`config.mk`:
```
export PLATFORM = sky130hd
export DESIGN_NAME = quoted_token_splitter_flat
export DESIGN_NICKNAME = d
export VERILOG_FILES = /design/src/rtl/core/qts_pkg.sv /design/src/rtl/core/qts_item_if.sv /design/src/rtl/core/qts_result_if.sv /design/src/rtl/core/quoted_token_splitter.sv /design/src/flat_wrapper.sv
export SDC_FILE = /design/constraint.sdc
export NUM_CORES = 1
export LEC_CHECK = 0
export BUFFER_PORTS_ARGS = -buffer_cell sky130_fd_sc_hd__buf_4
export CAP_MARGIN = 10
export CORE_UTILIZATION = 55
export DETAILED_ROUTE_END_ITERATION = 12
export HOLD_SLACK_MARGIN = 0.02
export PLACE_DENSITY = 0.75
export SLEW_MARGIN = 20
export SYNTH_ARGS = -nofsm -noshare
export SYNTH_HDL_FRONTEND = slang
export SYNTH_SLANG_ARGS = --single-unit
```
`constraint.sdc`:
```
create_clock -name clk -period 4.5 [get_ports clk]
set_input_delay 0.9 -clock clk [delete_from_list [all_inputs] [get_ports clk]]
set_output_delay 0.9 -clock clk [all_outputs]
set_load 0.01 [all_outputs]
```
`src/rtl/core/qts_pkg.sv`:
```
package qts_pkg;

	// Character codes with a special meaning on the command line.
	localparam logic [7:0] CH_SPACE  = 8'h20;
	localparam logic [7:0] CH_DQUOTE = 8'h22;
	localparam logic [7:0] CH_HASH   = 8'h23;
	localparam logic [7:0] CH_SQUOTE = 8'h27;
	localparam logic [7:0] CH_BSLASH = 8'h5C;
	localparam logic [7:0] CH_N      = 8'h6E;
	localparam logic [7:0] CH_T      = 8'h74;
	localparam logic [7:0] CH_LF     = 8'h0A;
	localparam logic [7:0] CH_TAB    = 8'h09;

	// Result kinds.
	localparam logic [1:0] KIND_BYTE = 2'd0;
	localparam logic [1:0] KIND_EOT  = 2'd1;
	localparam logic [1:0] KIND_EOL  = 2'd2;

	// One input item causes at most this many results.
	localparam int unsigned RES_DEPTH = 4;
	localparam int unsigned CNT_W     = $clog2(RES_DEPTH + 1);
	localparam int unsigned IDX_W     = $clog2(RES_DEPTH);

	typedef struct packed {
		logic [1:0] kind;
		logic [7:0] token_byte;
		logic       last_result;
	} res_t;

	typedef struct packed {
		logic quoted;
		logic quote_is_single;
		logic backslash_pending;
		logic token_open;
		logic comment_skip;
	} scan_state_t;

endpackage

```
`src/rtl/core/qts_item_if.sv`:
```
interface qts_item_if;
	logic       valid;
	logic       ready;
	logic [7:0] char_code;
	logic       has_char;
	logic       end_of_line;

	modport source (output valid, output char_code, output has_char, output end_of_line,
		input ready);
	modport sink (input valid, input char_code, input has_char, input end_of_line,
		output ready);
endinterface

```
`src/rtl/core/qts_result_if.sv`:
```
interface qts_result_if;
	logic       valid;
	logic       ready;
	logic [1:0] kind;
	logic [7:0] token_byte;
	logic       last_result;

	modport source (output valid, output kind, output token_byte, output last_result,
		input ready);
	modport sink (input valid, input kind, input token_byte, input last_result,
		output ready);
endinterface

```
`src/rtl/core/quoted_token_splitter.sv`:
```
// Channel  | Direction | Payload                              | Handshake
// items    | in        | char_code, has_char, end_of_line     | valid/ready
// results  | out       | kind, token_byte, last_result        | valid/ready
//
// An accepted beat is held in an input register until the result buffer is free; the scanner
// logic decodes it against the scan state and writes all of its results (up to four) at once
// into a small result buffer that drains one beat per cycle while results.ready is high.
// With results.ready high, one input beat per cycle is taken while each beat causes at most one
// result; more results stall the input until the single result port has sent all but one.
// arst_n clears the scan state, the input valid flag and the result buffer count at once.
// Either side may stall at any time without losing or repeating a beat.
module quoted_token_splitter
	import qts_pkg::*;
(
	input  logic         clk,
	input  logic         arst_n,
	qts_item_if.sink     items,
	qts_result_if.source results
);

	// Input register: one item waiting to be scanned.
	logic        valid_s1;
	logic [7:0]  char_s1;
	logic        has_char_s1;
	logic        eol_s1;

	// Scan state carried from item to item.
	scan_state_t state_q;

	// Result buffer: entry 0 is the beat on the output port.
	res_t             res_q [RES_DEPTH];
	logic [CNT_W-1:0] cnt_q;

	// Next-state and results of the item in the input register.
	scan_state_t      state_d;
	res_t             new_res [RES_DEPTH];
	logic [CNT_W-1:0] new_cnt;

	logic out_fire;
	logic buf_free;
	logic advance;

	assign out_fire = results.valid && results.ready;
	// The buffer can take new results when empty or when its last beat leaves now.
	assign buf_free = (cnt_q == '0) || ((cnt_q == CNT_W'(1)) && results.ready);
	assign advance  = valid_s1 && buf_free;
	assign items.ready = !valid_s1 || advance;

	// Scanner: decodes one item against the current state. Every path below pushes at
	// most four results in order, mirroring the order in which they are decided.
	always_comb begin
		logic [7:0]       closer;
		logic [CNT_W-1:0] n;
		res_t             slot [RES_DEPTH];
		logic [7:0]       c;

		c      = char_s1;
		state_d = state_q;
		n      = '0;
		for (int i = 0; i < RES_DEPTH; i++) begin
			slot[i] = '{kind: KIND_BYTE, token_byte: 8'h00, last_result: 1'b0};
		end
		closer = state_q.quote_is_single ? CH_SQUOTE : CH_DQUOTE;

		if (has_char_s1 && !state_q.comment_skip) begin
			if (state_q.quoted) begin
				if (state_q.backslash_pending) begin
					// An escape: known pairs collapse to one byte, others keep the backslash.
					state_d.backslash_pending = 1'b0;
					state_d.token_open = 1'b1;
					if (c == CH_DQUOTE || c == CH_SQUOTE || c == CH_BSLASH) begin
						slot[n[IDX_W-1:0]].token_byte = c;
						n = n + CNT_W'(1);
					end else if (c == CH_N) begin
						slot[n[IDX_W-1:0]].token_byte = CH_LF;
						n = n + CNT_W'(1);
					end else if (c == CH_T) begin
						slot[n[IDX_W-1:0]].token_byte = CH_TAB;
						n = n + CNT_W'(1);
					end else begin
						slot[n[IDX_W-1:0]].token_byte = CH_BSLASH;
						n = n + CNT_W'(1);
						slot[n[IDX_W-1:0]].token_byte = c;
						n = n + CNT_W'(1);
					end
				end else if (c == closer) begin
					state_d.quoted = 1'b0;
					state_d.quote_is_single = 1'b0;
				end else if (c == CH_BSLASH) begin
					state_d.backslash_pending = 1'b1;
				end else begin
					slot[n[IDX_W-1:0]].token_byte = c;
					n = n + CNT_W'(1);
					state_d.token_open = 1'b1;
				end
			end else begin
				if (c == CH_DQUOTE || c == CH_SQUOTE) begin
					state_d.quoted = 1'b1;
					state_d.quote_is_single = (c == CH_SQUOTE);
				end else if (c == CH_HASH && !state_q.token_open) begin
					// A comment only starts at the head of a token.
					state_d.comment_skip = 1'b1;
				end else if (c == CH_SPACE) begin
					if (state_q.token_open) begin
						slot[n[IDX_W-1:0]].kind = KIND_EOT;
						n = n + CNT_W'(1);
					end
					state_d.token_open = 1'b0;
				end else begin
					slot[n[IDX_W-1:0]].token_byte = c;
					n = n + CNT_W'(1);
					state_d.token_open = 1'b1;
				end
			end
		end

		if (eol_s1) begin
			// A dangling backslash in an unclosed quote is kept as a literal byte.
			if (state_d.backslash_pending && state_d.quoted && !state_d.comment_skip) begin
				slot[n[IDX_W-1:0]].token_byte = CH_BSLASH;
				n = n + CNT_W'(1);
				state_d.token_open = 1'b1;
			end
			if (state_d.token_open) begin
				slot[n[IDX_W-1:0]].kind = KIND_EOT;
				n = n + CNT_W'(1);
			end
			slot[n[IDX_W-1:0]].kind = KIND_EOL;
			n = n + CNT_W'(1);
			state_d = '0;
		end

		if (n != '0) begin
			slot[IDX_W'(n - CNT_W'(1))].last_result = 1'b1;
		end

		new_res = slot;
		new_cnt = n;
	end

	// Input register.
	always_ff @(posedge clk or negedge arst_n) begin
		if (!arst_n) begin
			valid_s1 <= 1'b0;
		end else if (items.ready) begin
			valid_s1 <= items.valid;
		end
	end

	always_ff @(posedge clk) begin
		if (items.valid && items.ready) begin
			char_s1     <= items.char_code;
			has_char_s1 <= items.has_char;
			eol_s1      <= items.end_of_line;
		end
	end

	// Scan state advances once per scanned item, whether or not it caused results.
	always_ff @(posedge clk or negedge arst_n) begin
		if (!arst_n) begin
			state_q <= '0;
		end else if (advance) begin
			state_q <= state_d;
		end
	end

	// Result buffer count.
	always_ff @(posedge clk or negedge arst_n) begin
		if (!arst_n) begin
			cnt_q <= '0;
		end else if (advance) begin
			cnt_q <= new_cnt;
		end else if (out_fire) begin
			cnt_q <= cnt_q - CNT_W'(1);
		end
	end

	// Result buffer payload: loaded whole, then shifted toward the port.
	always_ff @(posedge clk) begin
		if (advance) begin
			res_q <= new_res;
		end else if (out_fire) begin
			for (int i = 0; i < RES_DEPTH - 1; i++) begin
				res_q[i] <= res_q[i+1];
			end
		end
	end

	assign results.valid       = (cnt_q != '0);
	assign results.kind        = res_q[0].kind;
	assign results.token_byte  = res_q[0].token_byte;
	assign results.last_result = res_q[0].last_result;

endmodule

```
`src/flat_wrapper.sv`:
```
// flat-port wrapper written by rule: the top's interface ports become plain ports
module quoted_token_splitter_flat import qts_pkg::*;
  (clk, arst_n, items_valid, items_char_code, items_has_char, items_end_of_line, items_ready, results_valid, results_kind, results_token_byte, results_last_result, results_ready);
  qts_item_if items_i ();
  qts_result_if results_i ();
  input  logic clk;
  input  logic arst_n;
  input wire logic [$bits(items_i.valid)-1:0] items_valid;
  input wire logic [$bits(items_i.char_code)-1:0] items_char_code;
  input wire logic [$bits(items_i.has_char)-1:0] items_has_char;
  input wire logic [$bits(items_i.end_of_line)-1:0] items_end_of_line;
  output wire logic [$bits(items_i.ready)-1:0] items_ready;
  output wire logic [$bits(results_i.valid)-1:0] results_valid;
  output wire logic [$bits(results_i.kind)-1:0] results_kind;
  output wire logic [$bits(results_i.token_byte)-1:0] results_token_byte;
  output wire logic [$bits(results_i.last_result)-1:0] results_last_result;
  input wire logic [$bits(results_i.ready)-1:0] results_ready;
  assign items_i.valid = items_valid;
  assign items_i.char_code = items_char_code;
  assign items_i.has_char = items_has_char;
  assign items_i.end_of_line = items_end_of_line;
  assign items_ready = items_i.ready;
  assign results_valid = results_i.valid;
  assign results_kind = results_i.kind;
  assign results_token_byte = results_i.token_byte;
  assign results_last_result = results_i.last_result;
  assign results_i.ready = results_ready;
  quoted_token_splitter u_core (.clk(clk), .arst_n(arst_n), .items(items_i), .results(results_i));
endmodule
```
==> results.ini, run 1 <==
[power_and_ir_drop]
intPower_w=0.00113
switchingPower_w=0.000675
power_density_nw_per_um2=577
seqPwrFrac_pct=46.1
power.leakage_nw=1.25
swShare_pct=37.4
power_frac_comb_pct=40.3
irDropWorstVdd_v=0.000440
pwr-share-clk_pct=13.6

[yosys]
synth_warnings=0
syn-cell-area_um2=2860
synth-main-ff-cell=edfxtp_1
syn_nets=314
seq_area_frac_synth_pct=49.9
syn_area_per_cell_um2=10.0
synth_edf_count=40
synth_cells=285
synthTopCellsByCount=43 x nand2_1, 40 x edfxtp_1, 22 x o21ai_0, 18 x nor2_1, 15 x ha_1
ys_ff_latch=49
synth_area_leaders=edfxtp_1 42%, dfrtp_1 7.9%, ha_1 6.6%, nand2_1 5.6%, o21ai_0 3.9%
synth.distinct_cells=56
synth_most_common_cell=nand2_1
asyncSetResetFlopFracSynth_pct=18.4
yosys.area.top_type_share_pct=42.0
synth_area_leader_cell=edfxtp_1

[clock_tree]
ctsHoldBuffers=0
cts.sinks=49
clk_latency_ps=300
clk_pin_slew_ps=80
cts_made_buffers=5
htree_levels=2
cts_tree=done
clockBufferDepth=2
clock-root-buffer=clkbuf_8

[global_routing]
grt_max_degree=35
grt_first_pass_wirelength_mm=9.14
met2_usage_pct=34.7
grt.busiest_layer=met2
overflow=0
antenna_found_initial=0
grtUsageMet3_pct=4.20
grt_pass1_vias=1884
grt_usage_pct=22.5
grt_use_met1_pct=31.9

[die]
boundaryPins=27
core_um2=4850
fp.dieArea_um2=5490
die-width_um=74.1
std_cell_rows=25
die_h_um=74.1
start_util_pct=59.0

[worst_setup_path]
cpMaxStageDelayCell=edfxtp_1
crit_chain=or3b_2 -> a2111oi_2 -> nor3_1 -> o22ai_2 -> inv_1 -> ha_1 -> nand2_1 -> nand2_1 -> ha_1 -> and2_1 -> ha_1 -> mux2i_1 -> nand2_1 -> o21ai_0
path_class=register to register
required_ps=4630
cp_num_buf_inv=1
cp_max_fo=10
cp-start-kind=register
crit_cells=14
worstPathArrival_ps=4120
ff2ff_path_depth=14
worstSetupEndpointType=register
slowest_delay_ps=530
path_delay_family=simple AND/OR/NAND/NOR gates

[final_layout]
n_antenna_cell=0
drive_gt1_share_pct=14.9
area_growth_pct=9.50
fill_cells=405
regArea_um2=1430
final_nets=330
fin_area_um2=3130
multiInputGateArea_um2=1270

[timing]
hold_viol_final=0
period_share_pct=88.7
maxSlewHeadroom_pct=52.8
fin_skew_ps=7.91
finalWorstPathRequiredPeriod_ps=3990
drv_slew=0
final.setup.tns_ps=0
max_freq_mhz=251
grt_setup_unrepaired=false
setup_viol=0
tightestPinTransition_ps=708
holdWs_ps=407

[detailed_routing]
wl_mm=5.65
ant_nets=0
vias=2122
drt_iter0_drc=113
viasPerCell=5.75
drtPass1Iterations=4
routedWlPerCell_um=15.3
drc=0

[outcome]
status=finished, final reports clean

[placed_design]
gp_routability_congestion=0.908
dp_hpwl_mm=4.10
placed_area_um2=3040
port_buffers=26

[worst_hold_path]
hp-class=input port to asynchronous set/reset pin

[run]
max-cap-violations=0

worst reg2reg max path: stages (launching register included):
cell and delay, ps:
edfxtp_1 530, or3b_2 520, a2111oi_2 480, nor3_1 130, o22ai_2 270, inv_1 130
ha_1 310, nand2_1 60, nand2_1 90, ha_1 280, and2_1 170, ha_1 300
mux2i_1 270, nand2_1 100, o21ai_0 190
state kept, by name, indices dropped and copies added (netlist names):
register / cells
u_core.eol_s1: 1
u_core.valid_s1: 1
u_core.has_char_s1: 1
u_core.res_q: 19
u_core.results.last_result: 1
u_core.results.token_byte: 8
u_core.results.kind: 2
u_core.cnt_q: 3
u_core.char_s1: 8
u_core.state_q: 5
path summary, 6_finish.rpt:
kind,from,endpoint,slack [ps]
max reg2reg,u_core.char_s1[1]$_DFFE_PP_,u_core.res_q[22]$_DFFE_PP_,510
max,u_core.char_s1[1]$_DFFE_PP_,u_core.res_q[22]$_DFFE_PP_,510
max in group asynchronous,arst_n,u_core.state_q[1]$_DFFE_PN0P_,3960
min in group clk,u_core.res_q[21]$_DFFE_PP_,u_core.res_q[32]$_DFFE_PP_,520
min,arst_n,u_core.state_q[4]$_DFFE_PN0P_,410
min reg2reg,u_core.res_q[21]$_DFFE_PP_,u_core.res_q[32]$_DFFE_PP_,520
placed cells by master (no fill, tap or decap), types with 3 or more instances in the layout:
cell      count
o21ai_0      22
nand2_1      43
nor2_1       18
a21o_1        4
nand2b_1      4
nand3_1       8
a21oi_1      14
buf_4        30
ha_1         15
a31oi_1       4
clkbuf_8      5
nand3b_1      4
nor2b_1       4
clkbuf_1      3
dfrtp_1       9
inv_1        10
nor3_1        8
nor4b_1       3
and2_1        4
edfxtp_1     40
and3_1        6
logic make-up (layout without fill, tap and decap cells):
kind of cell               count (synthesis)  after routing  share of synthesized area, %
xor gates and xnor gates                   3              3                         0.919
adders and majority gates                 15             15                          6.56
muxes                                      3              3                          1.09
and+or+nand+nor                          118            118                          21.1
buffers and inverters                     32             49                          5.78
AOI/OAI and AO/OA                         65             65                          14.6
DFF                                       49             49                          49.9
routing by layer:
metal	routed length, um	vias to the layer above
met4	72	0
met5	0	-
met3	315	7
met1	2640	993
met2	2620	65
li1	-	1057
through the flow:
step,total power (W),utilization (%),setup WS [ps],std cells
finish,0.00181,64.6,510,369
global route,0.00195,64.6,219,369
CTS,0.00182,64.4,328,369
detailed placement,0.00157,62.8,346,361
global placement,0.00155,62.8,515,361
floorplan,0.00138,-,803,285
layout make-up:
type                    count  share of cell area, %
well taps                  67                   2.68
inverters                  11                   1.32
repair buffers             30                   7.19
multi-input cells         204                   40.7
clock buffers               8                   2.56
flip-flops and latches     49                   45.6
power groups by stage:
stage	Clock, W	Sequential, W	Combinational, W
after CTS	0.000255	0.000833	0.000733
after floorplan	0	0.000800	0.000577
after global placement	0	0.000836	0.000714
final	0.000246	0.000832	0.000729
after detailed placement	0	0.000842	0.000730
after global routing	0.000269	0.000854	0.000829
timing repair:
item                                    in CTS  in global routing
endpoints found under the setup margin       0                  1
endpoints found under the hold margin        0                  0
gates resized for setup                      0                  1
buffers inserted                             0                  0
No activity file was read; power rests on OpenSTA's default activity.
==> run 2, diff against run 1 <==
--- a/config.mk
+++ b/config.mk
@@ -5,12 +5,12 @@
 export SDC_FILE = /design/constraint.sdc
 export NUM_CORES = 1
 export LEC_CHECK = 0
-export BUFFER_PORTS_ARGS = -buffer_cell sky130_fd_sc_hd__buf_4
 export CAP_MARGIN = 10
-export CORE_UTILIZATION = 55
+export CORE_UTILIZATION = 61
 export DETAILED_ROUTE_END_ITERATION = 12
+export DONT_BUFFER_PORTS = 1
 export HOLD_SLACK_MARGIN = 0.02
-export PLACE_DENSITY = 0.75
+export PLACE_DENSITY = 0.77
 export SLEW_MARGIN = 20
 export SYNTH_ARGS = -nofsm -noshare
 export SYNTH_HDL_FRONTEND = slang
==> results.ini, run 2 (synthesis gave the netlist of run 1 again) <==
[die]
die-width_um=70.5  ; -4.9%
std_cell_rows=24  ; -4.0%
boundaryPins=27  ; unchanged
fp.dieArea_um2=4960  ; -9.6%
die_h_um=70.5  ; -4.9%
core_um2=4440  ; -8.3%
start_util_pct=64.3  ; +5.4 points

[power_and_ir_drop]
irDropWorstVdd_v=0.000623  ; +41%
power_density_nw_per_um2=586  ; +1.6%
power.leakage_nw=1.12  ; -10%

[worst_setup_path]
cpMaxStageDelayCell=edfxtp_1
cp_max_fo=10  ; unchanged
reg2reg_slack_ps=480  ; -30 ps
cp_num_buf_inv=1  ; unchanged
startpoint=u_core.char_s1[1]$_DFFE_PP_
r2r-start=u_core.char_s1[1]$_DFFE_PP_
required_ps=4640  ; about the same
crit_chain=or3b_2 -> a2111oi_2 -> nor3_1 -> o22ai_2 -> inv_1 -> ha_1 -> nand2_1 -> nand2_1 -> ha_1 -> and2_1 -> ha_1 -> mux2i_1 -> nand2_1 -> o21ai_0
ff2ff_path_depth=14  ; unchanged
cp-start-kind=register
path_class=register to register
worstPathArrival_ps=4160  ; +40 ps
r2r_end=u_core.res_q[22]$_DFFE_PP_
worstSetupEndpointType=register
slowest_delay_ps=530  ; about the same
path_delay_family=simple AND/OR/NAND/NOR gates

[clock_tree]
cts_made_buffers=5  ; unchanged
clock-root-buffer=clkbuf_8
cts.sinks=49  ; unchanged
cts_tree=done
clockBufferDepth=2  ; unchanged
htree_levels=2  ; unchanged
clk_latency_ps=300  ; about the same
clk_pin_slew_ps=80  ; about the same
post_cts_buffers=0  ; unchanged

[final_layout]
final_cell_mix=43 x nand2_1, 40 x edfxtp_1, 22 x o21ai_0, 18 x nor2_1, 15 x ha_1
largest_reg_flops=19  ; unchanged
fin_area_um2=2910  ; -7.0%
fill_cells=356  ; -12%
n_antenna_cell=0  ; unchanged
final_nets=303  ; -8.2%
largest_register=u_core.res_q
multiInputGateArea_um2=1270  ; unchanged
final_common_cell=nand2_1
regArea_um2=1430  ; unchanged
area_growth_pct=1.79
drive_gt1_share_pct=6.91  ; -8.0 points

[detailed_routing]
viasPerCell=6.27  ; +9.0%
routedWlPerCell_um=16.1  ; +5.1%
drc=2  ; +2
ant_nets=0  ; unchanged
wl_mm=5.26  ; -6.9%
drt_iter0_drc=139  ; +23%
drtPass1Iterations=8  ; +4
vias=2049  ; -3.4%

[outcome]
status=finished, violations left
violations=DRC

[global_routing]
grt_max_degree=35  ; unchanged
grt_usage_pct=23.7  ; +1.2 points
overflow=0  ; unchanged
antenna_found_initial=0  ; unchanged
grt_first_pass_wirelength_mm=9.19  ; +0.53%
grt_pass1_vias=1964  ; +4.2%

[worst_hold_path]
hp-class=input port to asynchronous set/reset pin

[placed_design]
port_buffers=0  ; -100%
dp_hpwl_mm=3.72  ; -9.1%
gp_routability_congestion=0.949  ; +4.5%
placed_area_um2=2820  ; -7.3%

[timing]
final.setup.tns_ps=0  ; unchanged
drv_slew=0  ; unchanged
setup_viol=0  ; unchanged
tightestPinTransition_ps=704  ; -3.60 ps
grt_setup_unrepaired=false
maxSlewHeadroom_pct=53.1  ; +0.24 points
max_freq_mhz=249  ; -0.72%
holdWs_ps=287  ; -120 ps
period_share_pct=89.3  ; +0.64 points
finalWorstPathRequiredPeriod_ps=4020  ; +28.8 ps
hold_viol_final=0  ; unchanged
fin_skew_ps=5.43  ; -2.48 ps

[run]
max-cap-violations=0  ; unchanged

==> run 2: changes by cell type in the layout (fill, tap and decap cells not counted), sizes merged <==
cell / change
buf: -27
clkbuf: -3
clkinv: +3
==> run 2: worst max-delay path by stage <==
| stage | end | slack (ps) | cells after the start |
|---|---|---|---|
| floorplan | u_core.res_q[11]$_DFFE_PP_ | 800 | 15 |
| global placement | u_core.res_q[22]$_DFFE_PP_ | 510 | 14 |
| detailed placement | u_core.res_q[22]$_DFFE_PP_ | 340 | 14 |
| CTS | u_core.res_q[22]$_DFFE_PP_ | 310 | 14 |
| global route | u_core.res_q[22]$_DFFE_PP_ | 230 | 14 |
| finish | u_core.res_q[22]$_DFFE_PP_ | 480 | 14 |
==> run 2: area by class of cell <==
| class | count | area share, % |
|---|---|---|
| clock buffer | 5 | 2.36 |
| clock inverter | 3 | 0.430 |
| inverter | 11 | 1.42 |
| multi-input combinational | 204 | 43.8 |
| sequential | 49 | 49.0 |
| tap | 52 | 2.24 |
| timing repair buffer | 3 | 0.774 |
==> run 2: repair_timing <==
| action | in CTS | in global routing |
|---|---|---|
| endpoints found under the setup margin | 0 | 1 |
| resized for setup | 0 | 1 |
| hold buffers | 0 | 0 |
==> run 2: through the flow <==
| step | instances | power, W | setup WS (ps) | utilization (%) |
|---|---|---|---|---|
| after floorplan | 285 | 0.00138 | 803 | - |
| after global placement | 319 | 0.00145 | 512 | 63.5 |
| after detailed placement | 319 | 0.00147 | 345 | 63.5 |
| after CTS | 327 | 0.00171 | 306 | 65.3 |
| after global routing | 327 | 0.00184 | 231 | 65.5 |
| final | 327 | 0.00171 | 481 | 65.5 |
==> run 2: power by group <==
group	leakage (nW)	switching [W]	total (W)	internal, W
Sequential	0.511	0.000129	0.000871	0.000742
Clock	0.0430	0.000136	0.000241	0.000105
Combinational	0.568	0.000392	0.000595	0.000202
==> run 2: routing by layer <==
layer | part of all wire (%) | wire [um] | global-route usage (%)
met4 | 1.4 | 74 | 6.58
met1 | 46 | 2430 | 32.4
met2 | 46 | 2410 | 38.4
met5 | 0 | 0 | 0
met3 | 6.5 | 341 | 4.76
==> run 3, diff against run 2 <==
--- a/config.mk
+++ b/config.mk
@@ -7,9 +7,11 @@
 export LEC_CHECK = 0
 export CAP_MARGIN = 10
 export CORE_UTILIZATION = 61
+export CTS_BUF_LIST = sky130_fd_sc_hd__clkbuf_4 sky130_fd_sc_hd__clkbuf_8
 export DETAILED_ROUTE_END_ITERATION = 12
 export DONT_BUFFER_PORTS = 1
 export HOLD_SLACK_MARGIN = 0.02
+export MAX_ROUTING_LAYER = met4
 export PLACE_DENSITY = 0.77
 export SLEW_MARGIN = 20
 export SYNTH_ARGS = -nofsm -noshare
==> constraint.sdc (replaced) <==
create_clock -name clk -period 5.2 [get_ports clk]
set_input_delay 1.04 -clock clk [delete_from_list [all_inputs] [get_ports clk]]
set_output_delay 1.04 -clock clk [all_outputs]
set_load 0.01 [all_outputs]
==> results.ini, run 3 (synthesis gave the netlist of run 1 again) <==
[outcome]
status=finished, violations left
violations=DRC

[clock_tree]
clk_pin_slew_ps=80  ; about the same
htree_levels=2  ; unchanged
cts_tree=done
ctsHoldBuffers=0  ; unchanged
post_cts_resized=0  ; unchanged
post_cts_buffers=0  ; unchanged
clk_latency_ps=300  ; about the same
clock-root-buffer=clkbuf_8
clockBufferDepth=2  ; unchanged
cts_made_buffers=5  ; unchanged
cts.sinks=49  ; unchanged

[timing]
grt_setup_unrepaired=false
finalWorstPathRequiredPeriod_ps=4230  ; +209 ps
drv_slew=0  ; unchanged
hold_viol_final=0  ; unchanged
maxSlewHeadroom_pct=44.1  ; -9.0 points
fin_skew_ps=9.18  ; +3.75 ps
setup_viol=0  ; unchanged
period_share_pct=81.3  ; -8.0 points
tightestPinTransition_ps=827  ; +123 ps
max_freq_mhz=237  ; -4.9%
holdWs_ps=422  ; +135 ps
final.setup.tns_ps=0  ; unchanged
setup_ws_ps=972  ; +491 ps

[final_layout]
largest_register=u_core.res_q
n_antenna_cell=0  ; unchanged
final_common_cell=nand2_1
multiInputGateArea_um2=1270  ; -0.49%
drive_gt1_share_pct=7.27  ; +0.36 points
final_nets=303  ; unchanged
area_growth_pct=2.93
regArea_um2=1430  ; unchanged
largest_reg_flops=19  ; unchanged
fin_area_um2=2940  ; +1.1%
fill_cells=363  ; +2.0%
final_cell_mix=43 x nand2_1, 40 x edfxtp_1, 22 x o21ai_0, 18 x nor2_1, 15 x ha_1

[global_routing]
grt_first_pass_wirelength_mm=9.11  ; -0.89%
grt_usage_pct=24.9  ; +1.2 points
antenna_found_initial=0  ; unchanged
grt_max_degree=35  ; unchanged
grt_pass1_vias=1860  ; -5.3%
overflow=0  ; unchanged

[die]
boundaryPins=27  ; unchanged
start_util_pct=64.3  ; unchanged
std_cell_rows=24  ; unchanged
core_um2=4440  ; unchanged
die_h_um=70.5  ; unchanged
die-width_um=70.5  ; unchanged
fp.dieArea_um2=4960  ; unchanged

[power_and_ir_drop]
power.leakage_nw=1.14  ; +1.6%
power_density_nw_per_um2=528  ; -9.9%
irDropWorstVdd_v=0.000397  ; -36%

[worst_setup_path]
required_ps=5350  ; +710 ps
cp_max_fo=8  ; -2
cp-start-kind=register
path_class=register to register
worstPathArrival_ps=4370  ; +210 ps
worstSetupEndpointType=register

[detailed_routing]
wl_mm=5.46  ; +3.8%
routedWlPerCell_um=16.7  ; +3.8%
drtPass1Iterations=8  ; unchanged
ant_nets=0  ; unchanged
vias=2015  ; -1.7%
drt_iter0_drc=118  ; -15%
viasPerCell=6.16  ; -1.7%
drc=3  ; +1

[placed_design]
port_buffers=0  ; unchanged
placed_area_um2=2820  ; unchanged
gp_routability_congestion=0.952  ; +0.39%
dp_hpwl_mm=3.87  ; +3.8%
dp_slack_ps=1030  ; +684 ps

[worst_hold_path]
hp-class=input port to asynchronous set/reset pin

[run]
max-cap-violations=0  ; unchanged

[run 3: worst max-delay path, stage by stage, from the launching register on]
cell and delay (ps):
edfxtp_1 500, nor4b_1 780, and3_1 350, nor3_1 80, o22ai_1 470, inv_1 170
ha_1 320, nand2_1 60, nand2_1 90, ha_1 280, and2_1 170, ha_1 290
mux2i_1 250, nand2_1 100, o21ai_0 170
[run 3: power by group]
group | switching, W | internal [W]
sequential | 0.000114 | 0.000642
combinational | 0.000341 | 0.000177
clock | 0.000119 | 0.000162
[run 3: final cells by class]
cell class	count	share of cell area, %
clock inverters	1	1.02
clock buffers	7	3.06
multi-input cells	204	43.1
inverters	11	1.40
well taps	52	2.21
repair buffers	3	0.765
flip-flops and latches	49	48.5
[run 3: worst paths after layout]
path	from	to	slack, ps	cells after the start
setup / recovery	u_core.char_s1[4]$_DFFE_PP_	u_core.res_q[22]$_DFFE_PP_	970	14
hold / removal	arst_n	u_core.cnt_q[1]$_DFFE_PN0P_	420	0
setup reg to reg	u_core.char_s1[4]$_DFFE_PP_	u_core.res_q[22]$_DFFE_PP_	970	14
hold reg to reg	u_core.res_q[30]$_SDFFCE_PN0P_	u_core.results.token_byte[7]$_DFFE_PP_	520	2
max in group asynchronous	arst_n	u_core.state_q[3]$_DFFE_PN0P_	4700	0
min in group clk	u_core.res_q[30]$_SDFFCE_PN0P_	u_core.results.token_byte[7]$_DFFE_PP_	520	2
[run 3: layer usage]
metal | vias to the layer above | part of all wire, % | global-route usage, %
li1 | 1001 | - | -
met4 | 0 | 1.4 | 8.16
met5 | - | 0 | -
met1 | 934 | 48 | 33.3
met3 | 7 | 5.8 | 6.20
met2 | 73 | 45 | 37.4
[run 3: through the flow]
step | util (%) | instances | total power [W]
global route | 66.2 | 327 | 0.00167
finish | 66.2 | 327 | 0.00155
CTS | 66.2 | 327 | 0.00156
floorplan | - | 285 | 0.00119
detailed placement | 63.5 | 319 | 0.00128
global placement | 63.5 | 319 | 0.00126
